**src/hdl/bqf_pkg.sv**
```systemverilog
// shared constants and types for the biquad filter section
package bqf_pkg;

   localparam int SAMPLE_BITS_DEF = 16;
   localparam int DELAY_BITS      = 48;
   localparam int COEF_BITS       = 32;
   localparam int GAIN_BITS       = 31;
   localparam int COEF_FRAC       = 28;
   localparam int DELAY_FRAC      = 32;
   localparam int SPLIT_BITS      = 24;
   localparam int CSR_DATA_BITS   = 32;
   localparam int CSR_ADDR_BITS   = 5;
   localparam int CSR_IDX_BITS    = 3;

   localparam logic        [GAIN_BITS-1:0] GAIN_RESET = 31'd156250;
   localparam logic signed [COEF_BITS-1:0] B1_RESET   = 32'sd536870912;
   localparam logic signed [COEF_BITS-1:0] B2_RESET   = 32'sd268435456;
   localparam logic signed [COEF_BITS-1:0] A1_RESET   = -32'sd518243217;
   localparam logic signed [COEF_BITS-1:0] A2_RESET   = 32'sd250432760;

   typedef enum logic [CSR_IDX_BITS-1:0] {
      REG_INVERSE_GAIN      = 3'd0,
      REG_FEEDFORWARD_PREV1 = 3'd1,
      REG_FEEDFORWARD_PREV2 = 3'd2,
      REG_FEEDBACK_PREV1    = 3'd3,
      REG_FEEDBACK_PREV2    = 3'd4
   } bqf_reg_type;

   typedef struct packed {
      logic        [GAIN_BITS-1:0] inverse_gain;
      logic signed [COEF_BITS-1:0] feedforward_prev1;
      logic signed [COEF_BITS-1:0] feedforward_prev2;
      logic signed [COEF_BITS-1:0] feedback_prev1;
      logic signed [COEF_BITS-1:0] feedback_prev2;
   } bqf_coef_type;

endpackage

```
**src/hdl/bqf_csr.sv**
```systemverilog
// coefficient register file behind the apb-style port
module bqf_csr
   import bqf_pkg::*;
(
   input  logic                     clock,
   input  logic                     reset,
   input  logic                     psel,
   input  logic                     penable,
   input  logic                     pwrite,
   input  logic [CSR_ADDR_BITS-1:0] paddr,
   input  logic [CSR_DATA_BITS-1:0] pwdata,
   output logic [CSR_DATA_BITS-1:0] prdata,
   output logic                     pready,
   output bqf_coef_type             coef
);

   bqf_coef_type coef_ff, coef_in;
   bqf_reg_type  reg_sel;
   logic         wr_en;

   assign pready  = 1'b1;
   assign reg_sel = bqf_reg_type'(paddr[CSR_ADDR_BITS-1:2]);
   assign wr_en   = psel && penable && pwrite;
   assign coef    = coef_ff;

   always_comb begin
      coef_in = coef_ff;
      if (wr_en) begin
         case (reg_sel)
            REG_INVERSE_GAIN:      coef_in.inverse_gain      = pwdata[GAIN_BITS-1:0];
            REG_FEEDFORWARD_PREV1: coef_in.feedforward_prev1 = pwdata;
            REG_FEEDFORWARD_PREV2: coef_in.feedforward_prev2 = pwdata;
            REG_FEEDBACK_PREV1:    coef_in.feedback_prev1    = pwdata;
            REG_FEEDBACK_PREV2:    coef_in.feedback_prev2    = pwdata;
            default:               coef_in = coef_ff;
         endcase
      end
   end

   always_comb begin
      case (reg_sel)
         REG_INVERSE_GAIN:      prdata = {1'b0, coef_ff.inverse_gain};
         REG_FEEDFORWARD_PREV1: prdata = coef_ff.feedforward_prev1;
         REG_FEEDFORWARD_PREV2: prdata = coef_ff.feedforward_prev2;
         REG_FEEDBACK_PREV1:    prdata = coef_ff.feedback_prev1;
         REG_FEEDBACK_PREV2:    prdata = coef_ff.feedback_prev2;
         default:               prdata = '0;
      endcase
   end

   always_ff @(posedge clock) begin
      if (reset) begin
         coef_ff.inverse_gain      <= GAIN_RESET;
         coef_ff.feedforward_prev1 <= B1_RESET;
         coef_ff.feedforward_prev2 <= B2_RESET;
         coef_ff.feedback_prev1    <= A1_RESET;
         coef_ff.feedback_prev2    <= A2_RESET;
      end else begin
         coef_ff <= coef_in;
      end
   end

endmodule

```
**config.mk**
```make
export PLATFORM = sky130hd
export DESIGN_NAME = bqf_csr
export DESIGN_NICKNAME = d
export VERILOG_FILES = /design/src/hdl/bqf_pkg.sv /design/src/hdl/bqf_csr.sv
export SDC_FILE = /design/constraint.sdc
export NUM_CORES = 1
export LEC_CHECK = 0
export ABC_AREA = 0
export BUFFER_PORTS_ARGS = -buffer_cell sky130_fd_sc_hd__buf_2
export CORE_MARGIN = 2
export CORE_UTILIZATION = 53
export CTS_BUF_LIST = sky130_fd_sc_hd__clkbuf_8
export CTS_CLUSTER_SIZE = 30
export DETAILED_ROUTE_END_ITERATION = 12
export GPL_ROUTABILITY_DRIVEN = 0
export GPL_TIMING_DRIVEN = 0
export PLACE_DENSITY = 0.9
export SETUP_SLACK_MARGIN = 0.2
export SLEW_MARGIN = 0
export SYNTH_ARGS = -nofsm -noshare
export SYNTH_HDL_FRONTEND = slang
export SYNTH_SLANG_ARGS = --single-unit
```
**constraint.sdc**
```tcl
create_clock -name clock -period 1.8 [get_ports clock]
set_input_delay 0.27 -clock clock [delete_from_list [all_inputs] [get_ports clock]]
set_output_delay 0.27 -clock clock [all_outputs]
set_load 0.02 [all_outputs]
```
==> out/metrics.cfg, run 1 <==
[run_status]
status = completed

[synth]
yosys-top-cells-area = dfxtp_1, mux2i_1, nand2b_1
ys_ff_latch = 159
syn_area_um2 = 7430
ys_types = 29
synth_seq_area_share = 0.428
synth_edf_count = 0
synthSimpleGateAreaFrac = 0.184
synth_xor_area_frac = 0
yosys_warnings = 0
synth_top_family_by_area = multiplexers
synthCells = 753
synth-compound-area-share = 0.122
synth_top_cells_by_count = dfxtp_1, mux2i_1, nand2b_1
synthAdderAreaFrac = 0
synthMuxAreaShare = 0.216
syn_area_per_cell_um2 = 9.87
async_flop_share = 0
yosysTopAreaCell = dfxtp_1
synth_top_cell_area_share = 0.428
syn-num-nets = 795
synthFlopType = dfxtp_1

[timing]
setup_viol = 0
rsz0062_at_grt = yes
drv_slew = 0
tightest_slew_ps = 901
max_freq_mhz = 557
finalSetupTns_ps = 0
hold_ws_ps = 67.3
period_share = 0.997
skew_ps = 0
postLayoutSetupSlackWorst_ps = 6.14
min_period_ps = 1790
hold_viol = 0
slew_headroom = 0.399

[min_path]
holdCritPathClass = in2reg
hold_depth = 3
min_to = coef[16]
min-delay-start = pwdata[16]

[clocking]
cts.sinks = 159
cts-hold-fix-buffers = 0
cts-buffers-inserted = 17
clock_latency_ps = 470
clock_path_buffers = 2
root_buffer = clkbuf_8
cts_htree_levels = 4
cts_tree = done
cts.clk_slew.worst_paths_ps = 90

[power_and_ir_drop]
total_power_mw = 7.35
power_leakage_nw = 4.75
ir_drop_mv = 0.485
p_per_area_nw_per_um2 = 725

[route]
drt_iter0_drc = 823
routed_wl_mm = 28.4
drc = 0
ant_nets = 0
via_per_inst = 5.98
wire_per_inst_um = 22.7
via_count = 7493
drt_first_pass_iters = 5

[critical_path]
worstSetupPathType = in2out
path_max_fanout = 10
r2r_slack_ps = 940
start_kind = primary input
cp-end-kind = output pin
reg2regPathDepth = 3
r2r_end = coef[89]
cp_data_required_time_ps = 1530
r2r_start = coef[89]
worstPathArrival_ps = 1520

[grt]
grtUsageMet1 = 0.444
overflow = 0
grt_first_pass_wirelength_mm = 41.1
use_met3 = 0.0846
grt_usage = 0.371
grt_busiest_layer = met2
met2_usage = 0.609
grt_pass1_vias = 7265
antenna_found_initial = 1
grt_start_max_net_pins = 17

[place]
dp_slack_ps = -461
dp.cells = 1161
dpl.hpwl_mm = 18.0
io_buffers = 228

[floorplanning]
die_width_um = 122
io_pins = 234
die_y_um = 122
rows = 43
die_area_um2 = 15000
start_util = 0.540
core_area_um2 = 13800

[cells_and_area]
n_fill_cell = 1008
largest_register_ffs = 159
instances_no_fill = 1252
final_nets = 1100
area_growth_pct = 36.5
drive_above_1_share = 0.400

[flow_run]
cap_violations = 0

## cell type report
| cell class | count | area [um2] | share of cell area |
|---|---|---|---|
| Antenna cell | 1 | 2.50 | 0.000247 |
| Clock buffer | 18 | 248 | 0.0244 |
| Timing Repair Buffer | 286 | 1810 | 0.178 |
| Buffer | 66 | 502 | 0.0495 |
| Tap cell | 180 | 225 | 0.0222 |
| Clock inverter | 14 | 176 | 0.0174 |
| Multi-Input combinational cell | 528 | 3930 | 0.387 |
| Sequential cell | 159 | 3260 | 0.321 |
## per-stage QoR
stage,util,cell area [um2]
2_1_floorplan,-,7460
3_3_place_gp,0.641,8830
3_5_place_dp,0.641,8830
4_1_cts,0.728,10000
5_1_grt,0.736,10100
6_report,0.737,10100
## layer usage
metal  part of all wire  vias to the layer above
li1                   -                     3253
met1               0.39                     3611
met2               0.47                      516
met3              0.095                      113
met4              0.048                        0
met5                  0                        -
## worst max-delay path, cell delays in order
cell and delay, ps:
buf_2 190, nor3b_4 310, buf_4 280, o2bb2ai_1 150
a221o_1 190, buf_6 140
## power by group
group          switching (mW)  internal [mW]
Combinational           0.524          0.362
Clock                    1.38           1.52
Sequential             0.0215           3.54
Total                    1.93           5.43
## logic make-up (layout without fill, tap and decap cells)
family          count (synthesis)  after routing
other cells                     1              2
buf+inv                        66            384
simple gates                  240            240
flops                         159            159
compound gates                127            127
mux                           160            160
## cells in the final DEF (no fill, tap or decap), drive strengths merged
master | synthesis | layout
nand4 | 1 | 1
clkinvlp | 0 | 3
mux2 | 1 | 1
and4 | 1 | 1
nor2 | 75 | 75
nor2b | 34 | 34
a221o | 30 | 30
a22oi | 3 | 3
buf | 33 | 320
nor3b | 2 | 2
nor3 | 2 | 2
and3 | 1 | 1
nand2b | 118 | 118
clkinv | 0 | 3
mux2i | 159 | 159
or2 | 1 | 1
nand3 | 1 | 1
nand3b | 1 | 1
conb | 1 | 1
nand4b | 1 | 1
clkbuf | 33 | 50
nand2 | 1 | 1
dfxtp | 159 | 159
inv | 0 | 4
o2bb2ai | 30 | 30
and4b | 1 | 1
bufinv | 0 | 4
o22ai | 2 | 2
o21ai | 62 | 62
diode | 0 | 1
## what timing repair did
item                                    in CTS  in global routing
gates resized for setup                    150                 20
pin swaps                                   31                  5
gates cloned                                 0                  2
setup buffers                               52                  4
endpoints found under the setup margin      32                 39
## worst max-delay path by stage
stage,end,slack (ps),cells past startpoint,startpoint
2_1_floorplan,prdata[0],230,6,paddr[3]
3_3_place_gp,prdata[29],-430,7,paddr[2]
3_5_place_dp,prdata[29],-460,7,paddr[2]
4_1_cts,prdata[29],40,4,coef[61]
5_1_grt,prdata[29],-5,6,paddr[4]
6_report,prdata[29],6,6,paddr[4]
(Power assumes the default switching activity.)
==> run 2, diff against run 1 <==
Settings changed: SETUP_SLACK_MARGIN 0.2 to unset, TNS_END_PERCENT set to 50.
==> run 2 against run 1 <==
  * The flow now finishes with violations (negative setup slack)
  * Combinational power shrank 11%
  * Cell area shrank 6.2%
  * Clock skew did not move
  * Count of clock-buffer cells in the layout up 2
  * Critical endpoint unchanged
  * First-iteration DRC count decreased by 22%
  * Fmax shrank 2.0%
  * Clock power increased by 11%
  * Core utilization fell by 4.5 points
  * Non-clock buffer count down 52
  * Routed wire length decreased by 8.3%
  * Highest routed layer unchanged
  * Critical path type unchanged
==> out/metrics.cfg, run 2 (same netlist as run 1, synthesis figures left out) <==
[power_and_ir_drop]
p_clk_frac = 0.427
swShare = 0.246
power_switching_mw = 1.86
pwr-share-seq = 0.470
cell_internal_pwr_mw = 5.73
total_power_mw = 7.59
ir_drop_mv = 0.438
combPwrFrac = 0.104
p_per_area_nw_per_um2 = 797
power_leakage_nw = 4.44

[route]
routed_wl_mm = 26.1
drt_iter0_drc = 638
via_per_inst = 5.87
ant_nets = 0
drt_first_pass_iters = 7
via_count = 7043
drc = 0
wire_per_inst_um = 21.7

[critical_path]
cp_data_required_time_ps = 1530
start_kind = primary input
path_max_fanout = 10
cp-end-kind = output pin
worstPathArrival_ps = 1560
worstSetupPathType = in2out

[grt]
antenna_found_initial = 0
grt_first_pass_wirelength_mm = 37.4
grt_start_max_net_pins = 17
grt_pass1_vias = 6454
overflow = 0
grt_usage = 0.340

[timing]
max_freq_mhz = 546
postLayoutSetupSlackWorst_ps = -30.9
hold_ws_ps = 76.5
skew_ps = 0
period_share = 1.02
rsz0062_at_grt = yes
finalSetupTns_ps = -61.5
tightest_slew_ps = 858
hold_viol = 0
drv_slew = 0
min_period_ps = 1830
slew_headroom = 0.428
setup_viol = 4

[clocking]
clock_latency_ps = 460
cts-hold-fix-buffers = 0
cts_tree = done
root_buffer = clkbuf_8
clock_path_buffers = 2
cts-buffers-inserted = 17
cts_htree_levels = 4
cts.clk_slew.worst_paths_ps = 90
cts.sinks = 159

[place]
dpl_cell_area_um2 = 8800
io_buffers = 228
dp.cells = 1161
dpl.hpwl_mm = 17.9
dp_slack_ps = -442

[floorplanning]
die_area_um2 = 15000
io_pins = 234
die_width_um = 122
die_y_um = 122
start_util = 0.540
core_area_um2 = 13800
rows = 43

[min_path]
holdCritPathClass = in2reg

[cells_and_area]
largest_register_ffs = 159
fin_area_um2 = 9520
instances_no_fill = 1200
area_growth_pct = 28.1
n_fill_cell = 1086
drive_above_1_share = 0.328
finish.utilization = 0.691
mostFrequentLayoutCells = buf_2, mux2i_1, dfxtp_1, nand2b_1, nor2_1
final_nets = 1048
final_common_cell = buf_2

[run_status]
violations = negative setup slack
status = finished with violations

[flow_run]
cap_violations = 0

## run 2: path summary, 6_finish.rpt
| check | slack, ps | from | endpoint | cells past startpoint |
|---|---|---|---|---|
| setup / recovery | -30 | paddr[3] | prdata[29] | 5 |
| hold / removal | 80 | pwdata[9] | coef[137] | 3 |
| setup reg to reg | 980 | coef[74] | coef[74] | 3 |
| hold reg to reg | 490 | coef[115] | coef[115] | 2 |
## run 2: area by class of cell
cell class / count / area (um2) / area share
timing repair buffer: 234 / 1210 / 0.127
buffer: 66 / 473 / 0.0497
tap: 180 / 225 / 0.0237
clock buffer: 20 / 275 / 0.0289
sequential: 159 / 3210 / 0.337
clock inverter: 12 / 214 / 0.0225
antenna: 1 / 2.50 / 0.000263
multi-input combinational: 528 / 3920 / 0.411
## run 2: layer usage
metal / vias to the layer above / wire (um) / track usage
met4: 0 / 653 / 0.149
met3: 54 / 2400 / 0.0771
met1: 3431 / 10400 / 0.425
met2: 412 / 12600 / 0.560
met5: - / 0 / 0
li1: 3146 / - / -
## run 2: power groups by stage
stage / clock network, mW / registers [mW] / logic [mW]
after detailed placement: 0 / 3.65 / 0.724
after floorplan: 0 / 3.67 / 0.412
after global placement: 0 / 3.64 / 0.717
final: 3.24 / 3.56 / 0.786
after CTS: 3.22 / 3.56 / 0.749
after global routing: 3.36 / 3.57 / 0.821
## run 2: critical path: stages
cell     delay, ps
buf_4          150
nor3_1         350
buf_2          380
a221o_1        270
buf_6          130
## run 2: timing repair
action	4_1_cts	5_1_grt
pin swaps	0	3
setup buffers	0	6
endpoints found under the setup margin	32	31
gates resized for setup	31	36
